$ cat config.mk
export PLATFORM = sky130hd
export DESIGN_NAME = oldest_active_stamp_tracker_core
export DESIGN_NICKNAME = d
export VERILOG_FILES = /design/src/oast_pkg.sv /design/src/oldest_active_stamp_tracker_core.sv /design/src/oast_cell.sv
export VERILOG_INCLUDE_DIRS = /design/src /design/src/src
export SDC_FILE = /design/constraint.sdc
export NUM_CORES = 2
export LEC_CHECK = 0
export ABC_AREA = 1
export BUFFER_PORTS_ARGS = -buffer_cell sky130_fd_sc_hd__buf_4
export CAP_MARGIN = 40
export CORE_MARGIN = 2
export CORE_UTILIZATION = 51
export DETAILED_ROUTE_END_ITERATION = 6
export MAX_ROUTING_LAYER = met4
export PLACE_DENSITY = 0.71
export REMOVE_ABC_BUFFERS = 1
export SLEW_MARGIN = 20
export SYNTH_ARGS = -nofsm -noshare
export SYNTH_HDL_FRONTEND = slang
export SYNTH_SLANG_ARGS = --single-unit
$ cat constraint.sdc
create_clock -name i_clk -period 8.7 [get_ports i_clk]
set_clock_uncertainty 0.1 [all_clocks]
set_input_delay 1.305 -clock i_clk [delete_from_list [all_inputs] [get_ports i_clk]]
set_output_delay 1.305 -clock i_clk [all_outputs]
set_load 0.05 [all_outputs]
$ cat src/oldest_active_stamp_tracker_core_defines.svh
// assertion macros for the oldest active stamp tracker
`ifndef OLDEST_ACTIVE_STAMP_TRACKER_CORE_DEFINES_SVH
`define OLDEST_ACTIVE_STAMP_TRACKER_CORE_DEFINES_SVH

`ifndef ASSERT_OFF
`define OAST_ASSERT(label, prop, msg) \
    label: assert property (@(posedge i_clk) disable iff (!i_rst_n) prop) else $error(msg);
`define OAST_ASSERT_ALWAYS(label, prop, msg) \
    label: assert property (@(posedge i_clk) prop) else $error(msg);
`else
`define OAST_ASSERT(label, prop, msg)
`define OAST_ASSERT_ALWAYS(label, prop, msg)
`endif

`endif

$ cat src/oast_pkg.sv
// shared constants and types for the oldest active stamp tracker
package oast_pkg;

    localparam int DEPTH   = 16;
    localparam int CNT_W   = $clog2(DEPTH + 1);
    localparam int STAMP_W = 32;
    localparam int ENTRY_W = 5;

    typedef enum logic {
        ACT_INSERT = 1'b0,
        ACT_REMOVE = 1'b1
    } t_action;

    typedef enum logic [1:0] {
        ST_DONE      = 2'd0,
        ST_FULL      = 2'd1,
        ST_NOT_FOUND = 2'd2
    } t_status;

    typedef struct packed {
        logic               shift_in;
        logic               shift_out;
        logic [STAMP_W-1:0] stamp;
    } t_cell_ctrl;

endpackage

$ cat src/oldest_active_stamp_tracker_core.sv
// top level of the oldest active stamp tracker
// One item is taken per clock; busy is never raised. An item accepted on start is
// registered, compared against every entry in parallel and applied to the sorted store
// while its result is registered. o_done is then high for one cycle. The receiver cannot
// stall, so the result must be taken in that cycle.
// Inserts into a full store are dropped with status full; removes of an absent stamp
// change nothing and report not found. Entry count shows the full count of stored entries.
`include "oldest_active_stamp_tracker_core_defines.svh"

module oldest_active_stamp_tracker_core
    import oast_pkg::*;
(
    input  logic               i_clk,
    input  logic               i_rst_n,
    input  logic               start,
    output logic               busy,
    input  logic               i_action,
    input  logic [STAMP_W-1:0] i_stamp,
    output logic               o_done,
    output logic [STAMP_W-1:0] o_oldest,
    output logic               o_any_present,
    output logic [ENTRY_W-1:0] o_entry_count,
    output logic [1:0]         o_status
);

    logic               r_in_valid;
    logic               r_action;
    logic [STAMP_W-1:0] r_stamp;
    logic [CNT_W-1:0]   r_count;
    logic [CNT_W-1:0]   n_count;
    logic               r_out_valid;
    logic [STAMP_W-1:0] r_oldest;
    logic               r_any;
    logic [ENTRY_W-1:0] r_entry_count;
    t_status            r_status;
    t_status            n_status;

    logic [STAMP_W-1:0] entry [DEPTH];
    logic [DEPTH-1:0]   lt;
    logic [DEPTH-1:0]   eq;
    logic               full;
    logic               found;
    logic               is_insert;
    logic               is_remove;
    t_cell_ctrl         ctrl;

    assign busy = 1'b0;

    always_ff @(posedge i_clk) begin
        if (!i_rst_n) begin
            r_in_valid <= 1'b0;
        end else begin
            r_in_valid <= start && !busy;
        end
    end

    always_ff @(posedge i_clk) begin
        r_action <= i_action;
        r_stamp  <= i_stamp;
    end

    assign full      = (r_count == CNT_W'(DEPTH));
    assign found     = |eq;
    assign is_insert = r_in_valid && (t_action'(r_action) == ACT_INSERT);
    assign is_remove = r_in_valid && (t_action'(r_action) == ACT_REMOVE);

    assign ctrl.shift_in  = is_insert && !full;
    assign ctrl.shift_out = is_remove && found;
    assign ctrl.stamp     = r_stamp;

    for (genvar g = 0; g < DEPTH; g++) begin : g_cell
        oast_cell u_cell (
            .i_clk        (i_clk),
            .i_ctrl       (ctrl),
            .i_in_use     (CNT_W'(g) < r_count),
            .i_take_stamp ((g == 0) ? 1'b1 : lt[(g == 0) ? 0 : g - 1]),
            .i_lower      ((g == 0) ? r_stamp : entry[(g == 0) ? 0 : g - 1]),
            .i_upper      ((g == DEPTH - 1) ? entry[g] : entry[(g == DEPTH - 1) ? g : g + 1]),
            .o_entry      (entry[g]),
            .o_lt         (lt[g]),
            .o_eq         (eq[g])
        );
    end

    always_comb begin
        n_count  = r_count;
        n_status = ST_DONE;
        if (is_insert) begin
            if (full) begin
                n_status = ST_FULL;
            end else begin
                n_count = r_count + CNT_W'(1);
            end
        end else if (is_remove) begin
            if (found) begin
                n_count = r_count - CNT_W'(1);
            end else begin
                n_status = ST_NOT_FOUND;
            end
        end
    end

    always_ff @(posedge i_clk) begin
        if (!i_rst_n) begin
            r_count     <= '0;
            r_out_valid <= 1'b0;
        end else begin
            r_count     <= n_count;
            r_out_valid <= r_in_valid;
        end
    end

    // store head after the shift, taken from the cells' next-value sources
    logic [STAMP_W-1:0] n_head;
    always_comb begin
        n_head = entry[0];
        if (ctrl.shift_in && !lt[0]) begin
            n_head = r_stamp;
        end else if (ctrl.shift_out && !lt[0]) begin
            n_head = entry[(DEPTH > 1) ? 1 : 0];
        end
    end

    always_ff @(posedge i_clk) begin
        r_oldest      <= (n_count != '0) ? n_head : '0;
        r_any         <= (n_count != '0);
        r_entry_count <= ENTRY_W'(n_count);
        r_status      <= n_status;
    end

    assign o_done        = r_out_valid;
    assign o_oldest      = r_oldest;
    assign o_any_present = r_any;
    assign o_entry_count = r_entry_count;
    assign o_status      = r_status;

    `OAST_ASSERT(a_result_follows, r_in_valid |=> o_done, "result strobe missing after transfer")
    `OAST_ASSERT(a_full_status, (o_done && o_status == ST_FULL) |-> (r_count == CNT_W'(DEPTH)), "full status with room left")
    `OAST_ASSERT(a_keep_on_error, (o_done && o_status != ST_DONE) |-> (r_count == $past(r_count)), "count changed on dropped item")
    `OAST_ASSERT(a_present_flag, o_done |-> (o_any_present == (r_count != '0)), "present flag disagrees with count")
    `OAST_ASSERT(a_count_range, r_count <= CNT_W'(DEPTH), "count beyond store depth")

endmodule

$ cat src/oast_cell.sv
// one entry of the sorted store with its compare and shift logic
module oast_cell
    import oast_pkg::*;
(
    input  logic               i_clk,
    input  t_cell_ctrl         i_ctrl,
    input  logic               i_in_use,
    input  logic               i_take_stamp,
    input  logic [STAMP_W-1:0] i_lower,
    input  logic [STAMP_W-1:0] i_upper,
    output logic [STAMP_W-1:0] o_entry,
    output logic               o_lt,
    output logic               o_eq
);

    logic [STAMP_W-1:0] r_entry;
    logic [STAMP_W-1:0] n_entry;

    assign o_lt    = i_in_use && (r_entry < i_ctrl.stamp);
    assign o_eq    = i_in_use && (r_entry == i_ctrl.stamp);
    assign o_entry = r_entry;

    always_comb begin
        n_entry = r_entry;
        if (i_ctrl.shift_in && !o_lt) begin
            n_entry = i_take_stamp ? i_ctrl.stamp : i_lower;
        end else if (i_ctrl.shift_out && !o_lt) begin
            n_entry = i_upper;
        end
    end

    always_ff @(posedge i_clk) begin
        r_entry <= n_entry;
    end

endmodule
# ---- Word level (Yosys, flattened, before mapping)
# Index checks and enable logic that the tools add are counted.
dict set report op_classes {
  add_sub_neg 2
  magnitude_cmp 32
  n_eq_ne 17
  n_mux 53
  n_bitwise 1
  n_reduce_logical 100
}
# operator n
set op_table {}
lappend op_table {{2-to-1 mux 32 bit} 45}
lappend op_table {{== test 32 bit} 16}
lappend op_table {{< comparator 32 bit} 16}
lappend op_table {{logical AND 1 bit} 67}
lappend op_table {{< comparator 4 x 5 -> 1 bit (first input constant)} 8}
lappend op_table {{nonzero test 2 bit} 14}
lappend op_table {{< comparator 3 x 5 -> 1 bit (first input constant)} 4}
lappend op_table {{2-to-1 mux 5 bit} 4}
lappend op_table {{zero test 1 bit} 17}
lappend op_table {{OR reduction 16 bit} 1}
lappend op_table {{< comparator 1 x 5 -> 1 bit (first input constant)} 2}
lappend op_table {{< comparator 2 x 5 -> 1 bit (first input constant)} 2}
lappend op_table {{2-to-1 mux 2 bit} 3}
lappend op_table {{adder 5 x 1 -> 5 bit (second input constant)} 1}
lappend op_table {{== test 5 bit (second input constant)} 1}
lappend op_table {{nonzero test 5 bit} 1}
lappend op_table {{subtractor 5 x 1 -> 5 bit (second input constant)} 1}
lappend op_table {{2-to-1 mux 1 bit} 1}
lappend op_table {{NOT 1 bit} 1}
dict set report word_totals {
  reg_bits 592
  in_bits 36
}

# ---- Logic depth before layout (Yosys ltp)
dict set report logic_depth {
  ltp_word 7
  ltp_mapped 20
  depth_no_buf 20
}

# ---- Modules after synthesis
# A second synthesis with hierarchy kept.
dict set report unflattened {
  cells_unflattened 6074
  area_unflattened_um2 46911.2
}
# mod n_inst cells_each area_each_um2 seq_area_each_um2
set modules_own_cells {}
lappend modules_own_cells {oast_cell 16 356 2717.6 960.9}
lappend modules_own_cells {oldest_active_stamp_tracker_core 1 378 3429.5 1601.5}

# ---- Worst setup path after synthesis
# Ideal clock, no wire load.
dict set report synth_path {
  kind {reg2reg}
  startpoint {reg r_stamp[31]}
  endpoint {reg g_cell[6].u_cell.r_entry[0], enable pin}
  t_arrival_ns 3.621
  t_required_ns 8.159
  path_slack_ns 4.538
  stages_incl_launch_ff 17
  synth_period_minus_slack_ns 4.162
  path_cell_list {dfxtp_1 inv_1 ha_1 nand2_1 nor2_1 nand2_1 nor2_1 nand3_1 nand2_1 inv_1 nand2_1 nor2_1 nand2_4 nand2_2 nand2_1 inv_1 a31oi_1}
}
dict set report synth_via {
  elab_chain_cells 6
}
# element line
set synth_lines {}
lappend synth_lines {{start: declaration} oldest_active_stamp_tracker_core.sv:28} ;# logic [STAMP_W-1:0] r_stamp;
lappend synth_lines {{start signal: assignment} oldest_active_stamp_tracker_core.sv:59} ;# r_stamp <= i_stamp;
lappend synth_lines {{parallel branches: the longest is 5 deep, another holds < comparator 32 bit} -}
lappend synth_lines {{nonzero test 2 bit (no source line) *} -}
lappend synth_lines {{end signal: assignment} oast_cell.sv:33} ;# r_entry <= n_entry;
lappend synth_lines {{end: declaration} oast_cell.sv:16} ;# logic [STAMP_W-1:0] r_entry;
# Every way passes the cells marked *.
# A chain may end at the register's enable or synchronous reset.

# ---- Worst setup path in the final report
dict set report layout_path {
  startpoint {reg r_stamp[18]}
  endpoint {reg g_cell[13].u_cell.r_entry[3], enable pin}
}
dict set report layout_via {
  elab_chain_cells 6
}
# element line
set layout_lines {}
lappend layout_lines {{parallel branches: the longest is 5 deep, another holds < comparator 32 bit} -}
lappend layout_lines {{nonzero test 2 bit (no source line) *} -}
lappend layout_lines {{end signal: assignment} oast_cell.sv:33}
lappend layout_lines {{end: declaration} oast_cell.sv:16}
# Marks and branches as above.

==> results.py <==
metrics = {
    "setup_path": {
        "worstSetupStartpointType": "flop",
        "timing.rr.start": "r_stamp[18]",
        "timing.rr.end": "g_cell[13].u_cell.o_entry[3]",
        "crit_type": "flop to flop",
        "setup.worst_path.start": "r_stamp[18]",
        "rrSetupSlack_ns": 3.39,
        "crit_end": "g_cell[13].u_cell.o_entry[3]",
        "worstPathRequired_ns": 8.92,
        "crit_fanout": 20,
        "rr_worst_depth": 18,
        "crit_path_end_kind": "flop",
        "arrival_ns": 5.53,
    },
    "clock_network": {
        "clk_latency_ns": 0.65,
        "cts_buffers": 70,
        "clk_pin_slew_ns": 0.06,
        "htreeDepth": 3,
        "cts.sinks": 592,
        "root_buffer": "clkbuf_16",
        "hold_buffers": 0,
        "clk_path_buf_depth": 3,
        "cts_tree": "built",
        "post_cts_buffers": 0,
        "cts_resized": 0,
    },
    "finish": {
        "nFillCells": 6994,
        "antenna_cells": 0,
        "area_growth_syn_to_layout_pct": 11.0,
        "drive_above_1_share": 0.0792,
        "finalNetCount": 5421,
    },
    "floorplan": {
        "die_y_um": 285,
        "fp-row-count": 102,
        "io_pins": 78,
        "start_util": 0.517,
        "die_w_um": 285,
        "core_um2": 77700,
        "die_area_um2": 81000,
    },
    "detailed_routing": {
        "wl_per_cell_um": 21.1,
        "firstDrtPassIters": 6,
        "wl_met2_um": 57600,
        "ant_nets": 0,
        "met1_length_um": 54200,
        "wl_met3_um": 10700,
        "wl_um": 126000,
        "vias": 36496,
        "drt-initial-drc-count": 4150,
        "routed_via_density": 6.12,
        "top_layer_used": "met4",
        "drc": 0,
    },
    "logic_synthesis": {
        "synth_area_leaders": "edfxtp_1, ha_1, nand2_1",
        "ys.flop_type": "edfxtp_1",
        "synth.most_common_cell": "nand2_1",
        "synth_edf_count": 480,
        "synthMuxAreaShare": 0.000280,
        "synthAdderAreaFrac": 0.161,
        "yosysUniqueCellTypes": 53,
        "syn_avg_cell_area_um2": 8.22,
        "synth_compound_area_frac": 0.180,
        "syn_area_um2": 40200,
        "synth.ff_latch_count": 592,
        "yosys_warnings": 0,
        "ys_top_cells_by_count": "nand2_1, o21ai_0, ha_1",
        "synth_top_family_by_area": "simple AND/OR/NAND/NOR gates",
        "synth_cells": 4882,
        "seq_area_frac_synth": 0.415,
        "yosys.area.top_type": "edfxtp_1",
        "synth-xor-area-share": 0.000436,
        "synthArstFlopShare": 0,
        "yosys.area.top_type_share": 0.359,
        "yosys.area_share.simple": 0.194,
    },
    "worst_hold_path": {
        "hold_path.class": "flop to flop",
    },
    "job": {
        "max_cap_violations": 0,
    },
    "sta": {
        "hold_violations": 0,
        "setup_ws_ns": 3.39,
        "setup_violations": 0,
        "timing.fmax_ghz": 0.188,
        "fin_crit_sh": 0.611,
        "rsz0062_at_grt": "false",
        "drv_slew": 0,
        "worst_pin_slew_ns": 0.844,
        "fin_crit_ns": 5.31,
        "slew_headroom": 0.437,
        "tns_ns": 0,
    },
    "global_routing": {
        "grt_pass1_wl_um": 197000,
        "grt_max_degree": 65,
        "grt_pass1_vias": 34616,
        "grt_usage": 0.315,
        "antenna_found_initial": 0,
        "overflow": 0,
    },
    "place": {
        "place_hpwl_um": 91800,
        "place_ws_ns": 3.42,
        "port-buffer-count": 76,
        "place.gp.congestion": 0.956,
    },
    "power": {
        "powerDensity_nw_per_um2": 170,
        "ir_worst_vdd_mv": 0.150,
        "p_leak_nw": 18.8,
    },
    "status": {
        "status": "completed",
    },
}
[kinds of logic (layout without fill, tap and decap cells)]
kind of cell / Yosys count / in the layout
buffers and inverters: 500 / 545
other: 1 / 1
DFF: 592 / 592
xor gates and xnor gates: 2 / 2
muxes: 1 / 1
AOI/OAI and AO/OA: 1316 / 1316
and+or+nand+nor: 1954 / 1954
adders and majority gates: 516 / 516
[sequential cells by signal, indices dropped and copies added (netlist names)]
signal                 cells
g_cell.u_cell.o_entry    512
o_any_present              1
o_done                     1
o_entry_count              5
o_oldest                  32
o_status                   2
r_action                   1
r_count                    5
r_in_valid                 1
r_stamp                   32
[per-stage QoR]
stage | power (mW) | utilization | area (um^2) | hold WS, ns | instances
2_1_floorplan | 4.06 | - | 39100 | 0.320 | 4625
5_1_grt | 7.85 | 0.574 | 44600 | 0.392 | 5967
3_3_place_gp | 4.38 | 0.536 | 41600 | 0.344 | 5813
3_5_place_dp | 4.43 | 0.540 | 42000 | 0.341 | 5830
6_report | 7.56 | 0.574 | 44600 | 0.342 | 5967
4_1_cts | 7.57 | 0.572 | 44500 | 0.344 | 5960
[per-layer routing]
layer  vias up  global-route usage
met5         -                   -
met4         0              0.0830
met3       247              0.0393
met2      1777               0.495
met1     17343               0.431
li1      17129                   -
[report_power, final]
part	switching [mW]	total (mW)	internal [mW]
clock network	1.32	3.17	1.85
registers	0.127	3.34	3.21
logic	0.695	1.06	0.363
total	2.14	7.56	5.42
[layout by cell type (no fill, tap or decap), types with 4 or more instances in the layout]
cell,synthesis,layout
o21ai_1,64,64
a31oi_1,38,36
buf_8,3,8
dfxtp_1,112,112
clkbuf_8,0,8
clkinv_1,2,13
buf_16,0,11
clkinv_2,1,12
buf_4,5,148
clkinvlp_4,0,7
o31ai_1,31,31
nor2_1,501,485
inv_1,225,225
nand2_2,8,19
o221ai_1,4,4
a211oi_1,15,15
nand3_1,134,131
o22ai_1,33,33
o21a_1,9,9
nand2_1,1226,1215
clkbuf_1,211,5
inv_2,15,15
o21ai_0,575,575
clkbuf_16,0,76
nand4_1,57,57
or2_2,4,4
ha_1,516,516
o2111ai_1,37,37
nor2_4,1,6
nor3_1,6,6
edfxtp_1,480,480
o211ai_1,42,42
nor2_2,5,16
a21oi_1,426,425
bufinv_16,0,6
a21oi_2,30,31
[worst min path at each step]
stage	startpoint	depth (start not counted)	slack, ns	endpoint
2_1_floorplan	r_in_valid	2	0.32	o_done
3_3_place_gp	r_in_valid	2	0.34	o_done
3_5_place_dp	r_in_valid	2	0.34	o_done
4_1_cts	r_in_valid	2	0.34	o_done
5_1_grt	r_in_valid	2	0.39	o_done
6_report	r_in_valid	2	0.34	o_done
[critical path, cell delays in order, from the launching register on]
cell,delay [ns]
dfxtp_1,0.72
inv_1,0.59
ha_1,0.48
nand2_1,0.05
nor2_1,0.11
nand2_1,0.07
nor2_1,0.45
nand2_1,0.14
nor2_1,0.19
nor2_1,0.09
nand2_1,0.16
nor2_2,0.07
nand2_4,0.15
nand2_2,0.08
nand2_1,0.10
inv_1,0.05
buf_4,0.24
a31oi_4,0.69
buf_4,0.39
[area by class of cell]
class	instances	area (um^2)	share of cell area
Clock buffer	89	2030	0.0456
Clock inverter	41	423	0.00949
Inverter	243	913	0.0205
Tap cell	1040	1300	0.0292
Timing Repair Buffer	172	1610	0.0361
Sequential cell	592	16700	0.374
Multi-Input combinational cell	3790	21600	0.486
Power figures use the tool's default switching activity.
